File: src/rtl/grid_edge_rewire_store_macros.svh
// ----------------------------------------------------------------------------
// Assertion macros for the grid edge rewire store
// Concurrent checks that vanish from synthesis builds.
// ----------------------------------------------------------------------------
`ifndef GRID_EDGE_REWIRE_STORE_MACROS_SVH
`define GRID_EDGE_REWIRE_STORE_MACROS_SVH

`ifndef SYNTHESIS

// Same-cycle implication
`define GERS_ASSERT_IMPL(lbl, clk, rst_n, ante, cons) \
	lbl: assert property (@(posedge clk) disable iff (!rst_n) (ante) |-> (cons)) \
		else $error("grid edge rewire store: check failed");

// Next-cycle implication
`define GERS_ASSERT_NEXT(lbl, clk, rst_n, ante, cons) \
	lbl: assert property (@(posedge clk) disable iff (!rst_n) (ante) |=> (cons)) \
		else $error("grid edge rewire store: check failed");

`else

`define GERS_ASSERT_IMPL(lbl, clk, rst_n, ante, cons)

`define GERS_ASSERT_NEXT(lbl, clk, rst_n, ante, cons)

`endif

`endif

File: src/rtl/gers_pkg.sv
// ----------------------------------------------------------------------------
// gers_pkg
// Shared types, codes and direction tables of the grid edge rewire store.
// ----------------------------------------------------------------------------
`default_nettype none

package gers_pkg;

	localparam int DEF_MAX_ROWS = 64;
	localparam int DEF_MAX_COLS = 64;

	localparam int CFG_W       = 7;
	localparam int CFG_RESET   = 64;
	localparam int COORD_W     = 7;
	localparam int NCOORD_W    = 8;
	localparam int MASK_W      = 8;
	localparam int HAND_W      = 3;
	localparam int CMD_W       = 2;
	localparam int STAT_W      = 2;
	localparam int IN_TDATA_W  = 32;
	localparam int OUT_TDATA_W = 16;
	localparam int APB_ADDR_W  = 3;
	localparam int APB_DATA_W  = 32;

	typedef enum logic [CMD_W-1:0] {
		CMD_READ   = 2'd0,
		CMD_WRITE  = 2'd1,
		CMD_REWIRE = 2'd2,
		CMD_NOP    = 2'd3
	} cmd_code_t;

	typedef enum logic [STAT_W-1:0] {
		ST_OK   = 2'd0,
		ST_EDGE = 2'd1,
		ST_OOB  = 2'd2
	} status_t;

	typedef enum logic {
		REG_ROWS = 1'b0,
		REG_COLS = 1'b1
	} reg_idx_t;

	// Memory phase requested by the controller
	typedef enum logic [2:0] {
		PH_IDLE,
		PH_CLEAR,
		PH_LOOK,
		PH_OLD,
		PH_NEW
	} phase_t;

	typedef struct packed {
		logic   load_in;
		phase_t phase;
		logic   out_load;
		logic   out_from_res;
		logic   res_save;
	} ctl_cmd_t;

	typedef struct packed {
		logic clr_last;
		logic rewire_go;
	} dp_stat_t;

	// Row step of direction h, clockwise from the top
	function automatic logic signed [1:0] step_row(input logic [HAND_W-1:0] h);
		logic signed [1:0] s;
		unique case (h)
			3'd0:    s = -2'sd1;
			3'd1:    s = -2'sd1;
			3'd2:    s = 2'sd0;
			3'd3:    s = 2'sd1;
			3'd4:    s = 2'sd1;
			3'd5:    s = 2'sd1;
			3'd6:    s = 2'sd0;
			default: s = -2'sd1;
		endcase
		return s;
	endfunction

	// Column step of direction h
	function automatic logic signed [1:0] step_col(input logic [HAND_W-1:0] h);
		logic signed [1:0] s;
		unique case (h)
			3'd0:    s = 2'sd0;
			3'd1:    s = 2'sd1;
			3'd2:    s = 2'sd1;
			3'd3:    s = 2'sd1;
			3'd4:    s = 2'sd0;
			3'd5:    s = -2'sd1;
			3'd6:    s = -2'sd1;
			default: s = -2'sd1;
		endcase
		return s;
	endfunction

	// Opposite direction
	function automatic logic [HAND_W-1:0] rev_hand(input logic [HAND_W-1:0] h);
		return HAND_W'(h + HAND_W'(4));
	endfunction

endpackage

`default_nettype wire

File: src/rtl/gers_ctrl.sv
// ----------------------------------------------------------------------------
// gers_ctrl
// Command sequencer: clearing pass, lookup, rewire steps, result hand-off.
// ----------------------------------------------------------------------------
`default_nettype none
`include "grid_edge_rewire_store_macros.svh"

module gers_ctrl (
	input  wire logic               clk,
	input  wire logic               arst_n,
	input  wire logic               s_tvalid,
	output logic                    s_tready,
	output logic                    m_tvalid,
	input  wire logic               m_tready,
	output gers_pkg::ctl_cmd_t      cmd,
	input  wire gers_pkg::dp_stat_t stat
);
	import gers_pkg::*;

	typedef enum logic [2:0] {
		S_CLEAR,
		S_IDLE,
		S_LOOK,
		S_OLD,
		S_NEW,
		S_FIN
	} state_t;

	state_t state_q, state_d;
	logic   m_tvalid_q, m_tvalid_d;
	logic   out_free;

	assign out_free = !m_tvalid_q || m_tready;

	always_comb begin
		state_d          = state_q;
		cmd.load_in      = 1'b0;
		cmd.phase        = PH_IDLE;
		cmd.out_load     = 1'b0;
		cmd.out_from_res = 1'b0;
		cmd.res_save     = 1'b0;
		unique case (state_q)
			S_CLEAR: begin
				cmd.phase = PH_CLEAR;
				if (stat.clr_last) begin
					state_d = S_IDLE;
				end
			end
			S_IDLE: begin
				cmd.load_in = s_tvalid;
				if (s_tvalid) begin
					state_d = S_LOOK;
				end
			end
			S_LOOK: begin
				cmd.phase = PH_LOOK;
				if (stat.rewire_go) begin
					state_d = S_OLD;
				end else if (out_free) begin
					cmd.out_load = 1'b1;
					state_d      = S_IDLE;
				end else begin
					cmd.res_save = 1'b1;
					state_d      = S_FIN;
				end
			end
			S_OLD: begin
				cmd.phase = PH_OLD;
				state_d   = S_NEW;
			end
			S_NEW: begin
				cmd.phase = PH_NEW;
				if (out_free) begin
					cmd.out_load = 1'b1;
					state_d      = S_IDLE;
				end else begin
					cmd.res_save = 1'b1;
					state_d      = S_FIN;
				end
			end
			S_FIN: begin
				if (out_free) begin
					cmd.out_load     = 1'b1;
					cmd.out_from_res = 1'b1;
					state_d          = S_IDLE;
				end
			end
			default: begin
				state_d = S_IDLE;
			end
		endcase
		m_tvalid_d = cmd.out_load ? 1'b1 : (m_tready ? 1'b0 : m_tvalid_q);
	end

	always_ff @(posedge clk or negedge arst_n) begin
		if (!arst_n) begin
			state_q    <= S_CLEAR;
			m_tvalid_q <= 1'b0;
		end else begin
			state_q    <= state_d;
			m_tvalid_q <= m_tvalid_d;
		end
	end

	assign s_tready = (state_q == S_IDLE);
	assign m_tvalid = m_tvalid_q;

	// A new result never overwrites one that is still waiting
	`GERS_ASSERT_IMPL(a_out_free, clk, arst_n, cmd.out_load, !m_tvalid_q || m_tready)
	// Park a result only while the output beat is stalled
	`GERS_ASSERT_IMPL(a_park_stall, clk, arst_n, cmd.res_save, m_tvalid_q && !m_tready)
	// A parked result always sits behind a pending output beat
	`GERS_ASSERT_IMPL(a_fin_pending, clk, arst_n, state_q == S_FIN, m_tvalid_q)
	// The neighbor update steps run back to back after a lookup
	`GERS_ASSERT_NEXT(a_old_to_new, clk, arst_n, state_q == S_OLD, state_q == S_NEW)

endmodule

`default_nettype wire

File: config.mk
export PLATFORM = sky130hd
export DESIGN_NAME = gers_ctrl
export DESIGN_NICKNAME = d
export VERILOG_FILES = /design/src/rtl/gers_pkg.sv /design/src/rtl/gers_ctrl.sv
export VERILOG_INCLUDE_DIRS = /design/src /design/src/rtl
export SDC_FILE = /design/constraint.sdc
export NUM_CORES = 1
export LEC_CHECK = 0
export BUFFER_PORTS_ARGS = -buffer_cell sky130_fd_sc_hd__buf_4
export CAP_MARGIN = 20
export CORE_AREA = 2 2 39 41
export DETAILED_ROUTE_END_ITERATION = 12
export DIE_AREA = 0 0 41 43
export GPL_ROUTABILITY_DRIVEN = 0
export PLACE_DENSITY_LB_ADDON = 0.12
export SKIP_LAST_GASP = 1
export SYNTH_ARGS = -nofsm -noshare
export SYNTH_HDL_FRONTEND = slang
export SYNTH_SLANG_ARGS = --single-unit
File: constraint.sdc
create_clock -name clk -period 2.9 [get_ports clk]
set_clock_uncertainty 0.05 [all_clocks]
set_input_delay 0.435 -clock clk [delete_from_list [all_inputs] [get_ports clk]]
set_output_delay 0.435 -clock clk [all_outputs]
set_load 0.1 [all_outputs]
== Word level (Yosys, flattened, before mapping) ==
Cells that the tools add are included.

* Word-level logic and storage cells: 33
* Output and inout bits: 9
* Bits of input ports: 6
* Register bits: 4

* Equality and inequality tests: 8
* Reductions and logical operators: 5
* Mux-type cells: 18

{| class="wikitable"
|+ Operator list
! operator !! number
|-
| $pmux W3 S6 || 1
|-
| $mux W3 || 5
|-
| $pmux W3 S4 || 1
|-
| $mux W1 || 8
|-
| $eq A3 B2 Y1 const B || 2
|-
| $eq A3 B3 Y1 const B || 2
|-
| $ne A2 B2 Y1 const B || 3
|-
| $eq A3 B1 Y1 const B || 1
|-
| $logic_not A3 Y1 || 1
|-
| $pmux W1 S3 || 1
|-
| $reduce_and A3 Y1 || 1
|-
| $mux W2 || 1
|-
| $pmux W1 S2 || 1
|-
| $reduce_bool A2 Y1 || 1
|-
| $logic_not A1 Y1 || 1
|-
| $logic_or A1 B1 Y1 || 1
|}

== Depth between registers and ports, before layout ==
Gate-level depths: netlist (run 1).

* Depth in word-level cells: 6
* Gate-level depth with buffers: 4
* Gate-level depth less buffers: 3

== Worst setup path before layout (run 1) ==
Ideal clock, no wire load.

* Path kind: reg2out
* From: register m_tvalid_q, in the netlist m_tvalid
* To: output port cmd[0] in the netlist's numbering
* Cell stages (with the launch flop): 3
* Buffers on the path: 0
* Data arrival time: 3.465 ns
* Data required time: 2.415 ns
* Setup slack: -1.050 ns
* Cells stage by stage: dfrtp_1 > nand2_1 > a211oi_1

{| class="wikitable"
|+ RTL lines
! element !! RTL line !! source
|-
| start: declaration || gers_ctrl.sv:30 || <nowiki>logic m_tvalid_q, m_tvalid_d;</nowiki>
|-
| start signal: assignment || gers_ctrl.sv:101 || <nowiki>m_tvalid_q <= m_tvalid_d;</nowiki>
|-
| end: declaration || gers_ctrl.sv:15 || <nowiki>output gers_pkg::ctl_cmd_t cmd,</nowiki>
|}

==> run metrics, run 1 <==
die area=roughly 0.0018 mm^2; critical path data required time=roughly 2400 ps; Largest delay share family, worst path=flip-flops; part of the cycle the worst path needs=77.3%; worst path arrival time=around 1800 ps; result of the run=finished, final reports clean; number of antenna violations at the first check in global routing=0; number of global-route vias before repair=between 200 and 300; proportion of synthesized chip area in sequential cells=between 30% and 40%; diode count=0; GRT Total Usage=between 10% and 20%; commonest non-fill, non-tap cells in the layout=buf_4 (14), nor2_1 (4), dfrtp_1 (4); critical path, cell by cell=or3b_1 > o21a_1 > a21oi_2 > buf_4; number of max-slew violations in the final report=0; post-placement cell area=383 um^2; # fillers=168; total via count after detailed routing=about 270; row count=14; P&R area growth vs syn=62.7%; setup violation total in the final timing report=0; count of buffer and inverter cells on the critical path=1; vias per std cell=roughly 4.3; Worst Max-Slew Pin Slew=290 ps; clock tree from TritonCTS=done; Clock Root Buffer=clkbuf_4; initial core utilization=18.4%; number of synthesized register bits=4; hold violation total from the final report=0; worst skew pair latency=230 ps; worst slack on hold paths=429 ps; average instance area after synthesis=8.51 um^2; largest driver fanout on the critical path=9; maximum number of pins on one net before global-route repair=10; setup repair after global routing missed its margin=false; synthesized cell area=~260 um^2; Worst Setup End Kind=output pin; stage delay of the slowest cell on the critical path=roughly 470 ps; Post-Syn Nets=36; final design instance area without fill=between 400 and 500 um^2; master of the slowest instance on the critical path=dfrtp_1; Finished Core Util=a little under a third; classification of the worst setup path=register to output pin; crit path launch type=register; TritonCTS Sinks=4; iteration-0 DRC count of the detailed router=1; maximum achievable frequency=between 400 and 500 MHz; buffers added on ports=14; worst-case clock buffer depth=2; number of optimization iterations in the first detailed-route pass=2; most frequent standard cell in the layout excluding fill and tap cells=buf_4; Std-Cell Core Area=roughly 0.0014 mm^2; max capacitance violation total=0; worst min-delay path category=input port to register; count of warnings emitted by yosys=0; height of the die=between 40 and 50 um; post-CTS setup repair buffer count=0; count of distinct cell types in the synthesized netlist=19; post-layout min period=2240 ps; crit path setup slack, layout=658 ps; count of antenna-violating nets left after detailed routing=0; CTS H-Tree Depth=1; Relative slew margins=80.6%; DRC Markers=0; routed wire length per instance=between 10 and 15 um; Place WS=around 860 ps; Synth Instances=30; number of buffers created by CTS=3; layout cells sized above 1=a little over two fifths; wire length reported by the detailed router=around 730 um; I/O pin count=15; total congestion overflow=0; Reg clk slew, reported paths=roughly 40 ps; first-pass GRT wire length=1270 um; horizontal extent of the die=around 41 um; post-detailed-placement half-perimeter wirelength=between 500 and 600 um; total number of nets in the final design=between 50 and 60
[final cells by class]
class | count | area [um^2] | share of cell area [%]
multi-input cells | 23 | 150 | 36.1
repair buffers | 15 | 115 | 27.7
flip-flops and latches | 4 | 100 | 24.1
clock buffers | 3 | 22.5 | 5.42
well taps | 16 | 20.0 | 4.82
inverters | 2 | 7.51 | 1.81
[state kept, by name, summed over array words and instances, names as in the netlist]
| register | count |
|---|---|
| state_q | 3 |
| m_tvalid | 1 |
[metrics by stage]
step,instances,setup TNS (ps)
finish,63,0
global route,63,0
CTS,63,0
detailed placement,59,0
global placement,59,0
floorplan,30,-102
[cell usage after synthesis]
cell	n	area [um^2]
dfrtp_1	4	100
a22oi_1	1	7.51
and2b_1	1	7.51
buf_4	1	7.51
and3_1	2	12.5
inv_1	2	7.51
nor2_1	4	15.0
o21a_1	1	7.51
or3b_1	1	8.76
a21oi_2	1	8.76
nor3_1	1	5.00
o221ai_1	1	8.76
nand2b_1	2	12.5
nor2b_1	2	12.5
nand2_1	2	7.51
o21ai_0	1	5.00
a211oi_1	1	7.51
o22ai_1	1	6.26
nor3b_1	1	7.51
[routing by layer]
layer,global-route usage [%],wire [um]
met5,0,0
met2,15.0,367
met1,13.3,308
met4,10.0,0
met3,3.14,50
[final timing paths]
path	from	slack, ps	end	depth (start not counted)
max reg2reg	state_q[2]	1580	m_tvalid	3
min in group asynchronous	arst_n	490	state_q[1]	2
min reg2reg	state_q[2]	580	state_q[1]	1
min	s_tvalid	430	state_q[0]	2
max	state_q[2]	660	cmd[2]	4
max in group asynchronous	arst_n	2210	state_q[2]	2
[cells by family (layout without fill, tap and decap cells)]
| family | Yosys count | count (layout) | share of synthesized area (%) |
|---|---|---|---|
| AOI/OAI and AO/OA | 7 | 7 | 20.1 |
| buffers and inverters | 3 | 20 | 5.88 |
| DFF | 4 | 4 | 39.2 |
| and+or+nand+nor | 16 | 16 | 34.8 |
[timing repair]
action	CTS	global route
hold buffers	1	0
endpoints found under the hold margin	4	0
gates resized for setup	0	0
Power of run 1 is left out: the tool's default activity adds up to more than one toggle a clock period on the data nets, which glitch-free logic cannot reach.
==> run 2: changes to the inputs <==
==> constraint.sdc (replaced) <==
create_clock -name clk -period 1.95 [get_ports clk]
set_clock_uncertainty 0.05 [all_clocks]
set_input_delay 0.2925 -clock clk [delete_from_list [all_inputs] [get_ports clk]]
set_output_delay 0.2925 -clock clk [all_outputs]
set_load 0.1 [all_outputs]
==> run metrics, run 2 (synthesis gave the netlist of run 1 again) <==
TritonCTS Sinks=4; Relative slew margins=about 82%; number of optimization iterations in the first detailed-route pass=4; horizontal extent of the die=about 41 um; crit path launch type=register; clock tree from TritonCTS=done; commonest non-fill, non-tap cells in the layout=buf_4 (14), clkbuf_4 (3); setup violation total in the final timing report=0; post-placement cell area=around 420 um^2; total negative slack for setup checks=0 ps; worst-case clock buffer depth=2; CTS H-Tree Depth=1; area occupied by registers=slightly above 100 um^2; routed wire length per instance=slightly above 10 um; total via count after detailed routing=about 290; Finished Core Util=between 30 and 40%; largest driver fanout on the critical path=2; Largest delay share family, worst path=simple AND/OR/NAND/NOR gates; part of the cycle the worst path needs=a little over nine tenths; die area=roughly 0.0018 mm^2; Reg clk slew, reported paths=about 40 ps; stage delay of the slowest cell on the critical path=approximately 390 ps; height of the die=43 um; number of flip-flops under the largest register name=3; critical path data required time=1610 ps; final design instance area without fill=475 um^2; iteration-0 DRC count of the detailed router=4; worst path arrival time=between 1500 and 2000 ps; P&R area growth vs syn=86.3%; buffers added on ports=14; master of the slowest instance on the critical path=or3b_4; most frequent standard cell in the layout excluding fill and tap cells=buf_4; row count=14; maximum number of pins on one net before global-route repair=9; maximum achievable frequency=526 MHz; count of antenna-violating nets left after detailed routing=0; classification of the worst setup path=register to output pin; worst skew pair latency=240 ps; setup repair after global routing missed its margin=true; Worst Setup End Kind=output pin; max capacitance violation total=0; Biggest register=state_q; wire length reported by the detailed router=approximately 680 um; post-layout min period=approximately 1900 ps; # fillers=~170; DRC Markers=0; Std-Cell Core Area=0.00138 mm^2; GRT Total Usage=9.66%; layout cells sized above 1=approximately 56%; Worst Max-Slew Pin Slew=between 200 and 300 ps; number of global-route vias before repair=roughly 300; result of the run=finished, final reports clean; initial core utilization=between 15 and 20%; I/O pin count=15; diode count=0; number of max-slew violations in the final report=0; total number of nets in the final design=between 50 and 60; vias per std cell=~4.4; total congestion overflow=0; worst min-delay path category=input port to register; critical path, cell by cell=or3b_4 > o21a_1 > a21oi_2 > buf_12; post-CTS setup repair buffer count=0; number of buffers created by CTS=3; Clock Root Buffer=clkbuf_4; post-detailed-placement half-perimeter wirelength=approximately 560 um; hold violation total from the final report=0; area of the multi-input gates=173 um^2; first-pass GRT wire length=between 1000 and 1500 um; count of buffer and inverter cells on the critical path=1; number of antenna violations at the first check in global routing=0
run 2: cell types whose count changed in the layout (fill, tap and decap cells not counted), sizes merged:
cell,change
buf,+2
clkbuf,+1
run 2: timing repair:
item,in CTS,in global routing
resized for setup,3,3
hold endpoints to repair,4,0
hold buffers,1,0
endpoints found under the setup margin,2,3
pin swaps,0,1
run 2: layer usage:
layer  up-vias  global-route usage, %  part of all wire (%)
li1        144                      -                     -
met1       130                   11.7                    46
met2        15                   14.1                    46
met3         0                   4.71                   7.5
met4         0                   4.00                     0
met5         -                      0                     0
run 2: worst register-to-register path, cell delays in order (launching register included):
cell	delay, ps
dfrtp_1	370
buf_4	170
nand2b_1	190
o21a_1	190
nand2_1	60
run 2: worst paths after layout:
check | from | to | slack, ps | cells after the start
min | s_tvalid | state_q[0] | 270 | 2
max | state_q[2] | cmd[2] | 50 | 4
max in group asynchronous | arst_n | state_q[0] | 1400 | 2
max reg2reg | state_q[2] | m_tvalid | 790 | 4
min reg2reg | state_q[2] | state_q[1] | 570 | 2
min in group asynchronous | arst_n | m_tvalid | 330 | 2
run 2: stage by stage:
step	cells	hold WS, ps	setup WS, ps
detailed placement	61	40.7	180
finish	66	272	47.7
CTS	66	275	6.65
global route	66	283	-24.1
floorplan	30	-53.1	-215
global placement	61	38.8	176
run 2: layout make-up:
class	count	share of cell area [%]
Sequential cell	4	21.6
Timing Repair Buffer	17	30.8
Inverter	2	1.58
Multi-Input combinational cell	23	36.3
Clock buffer	4	5.53
Tap cell	16	4.21
Power of run 2 is left out for the same reason.
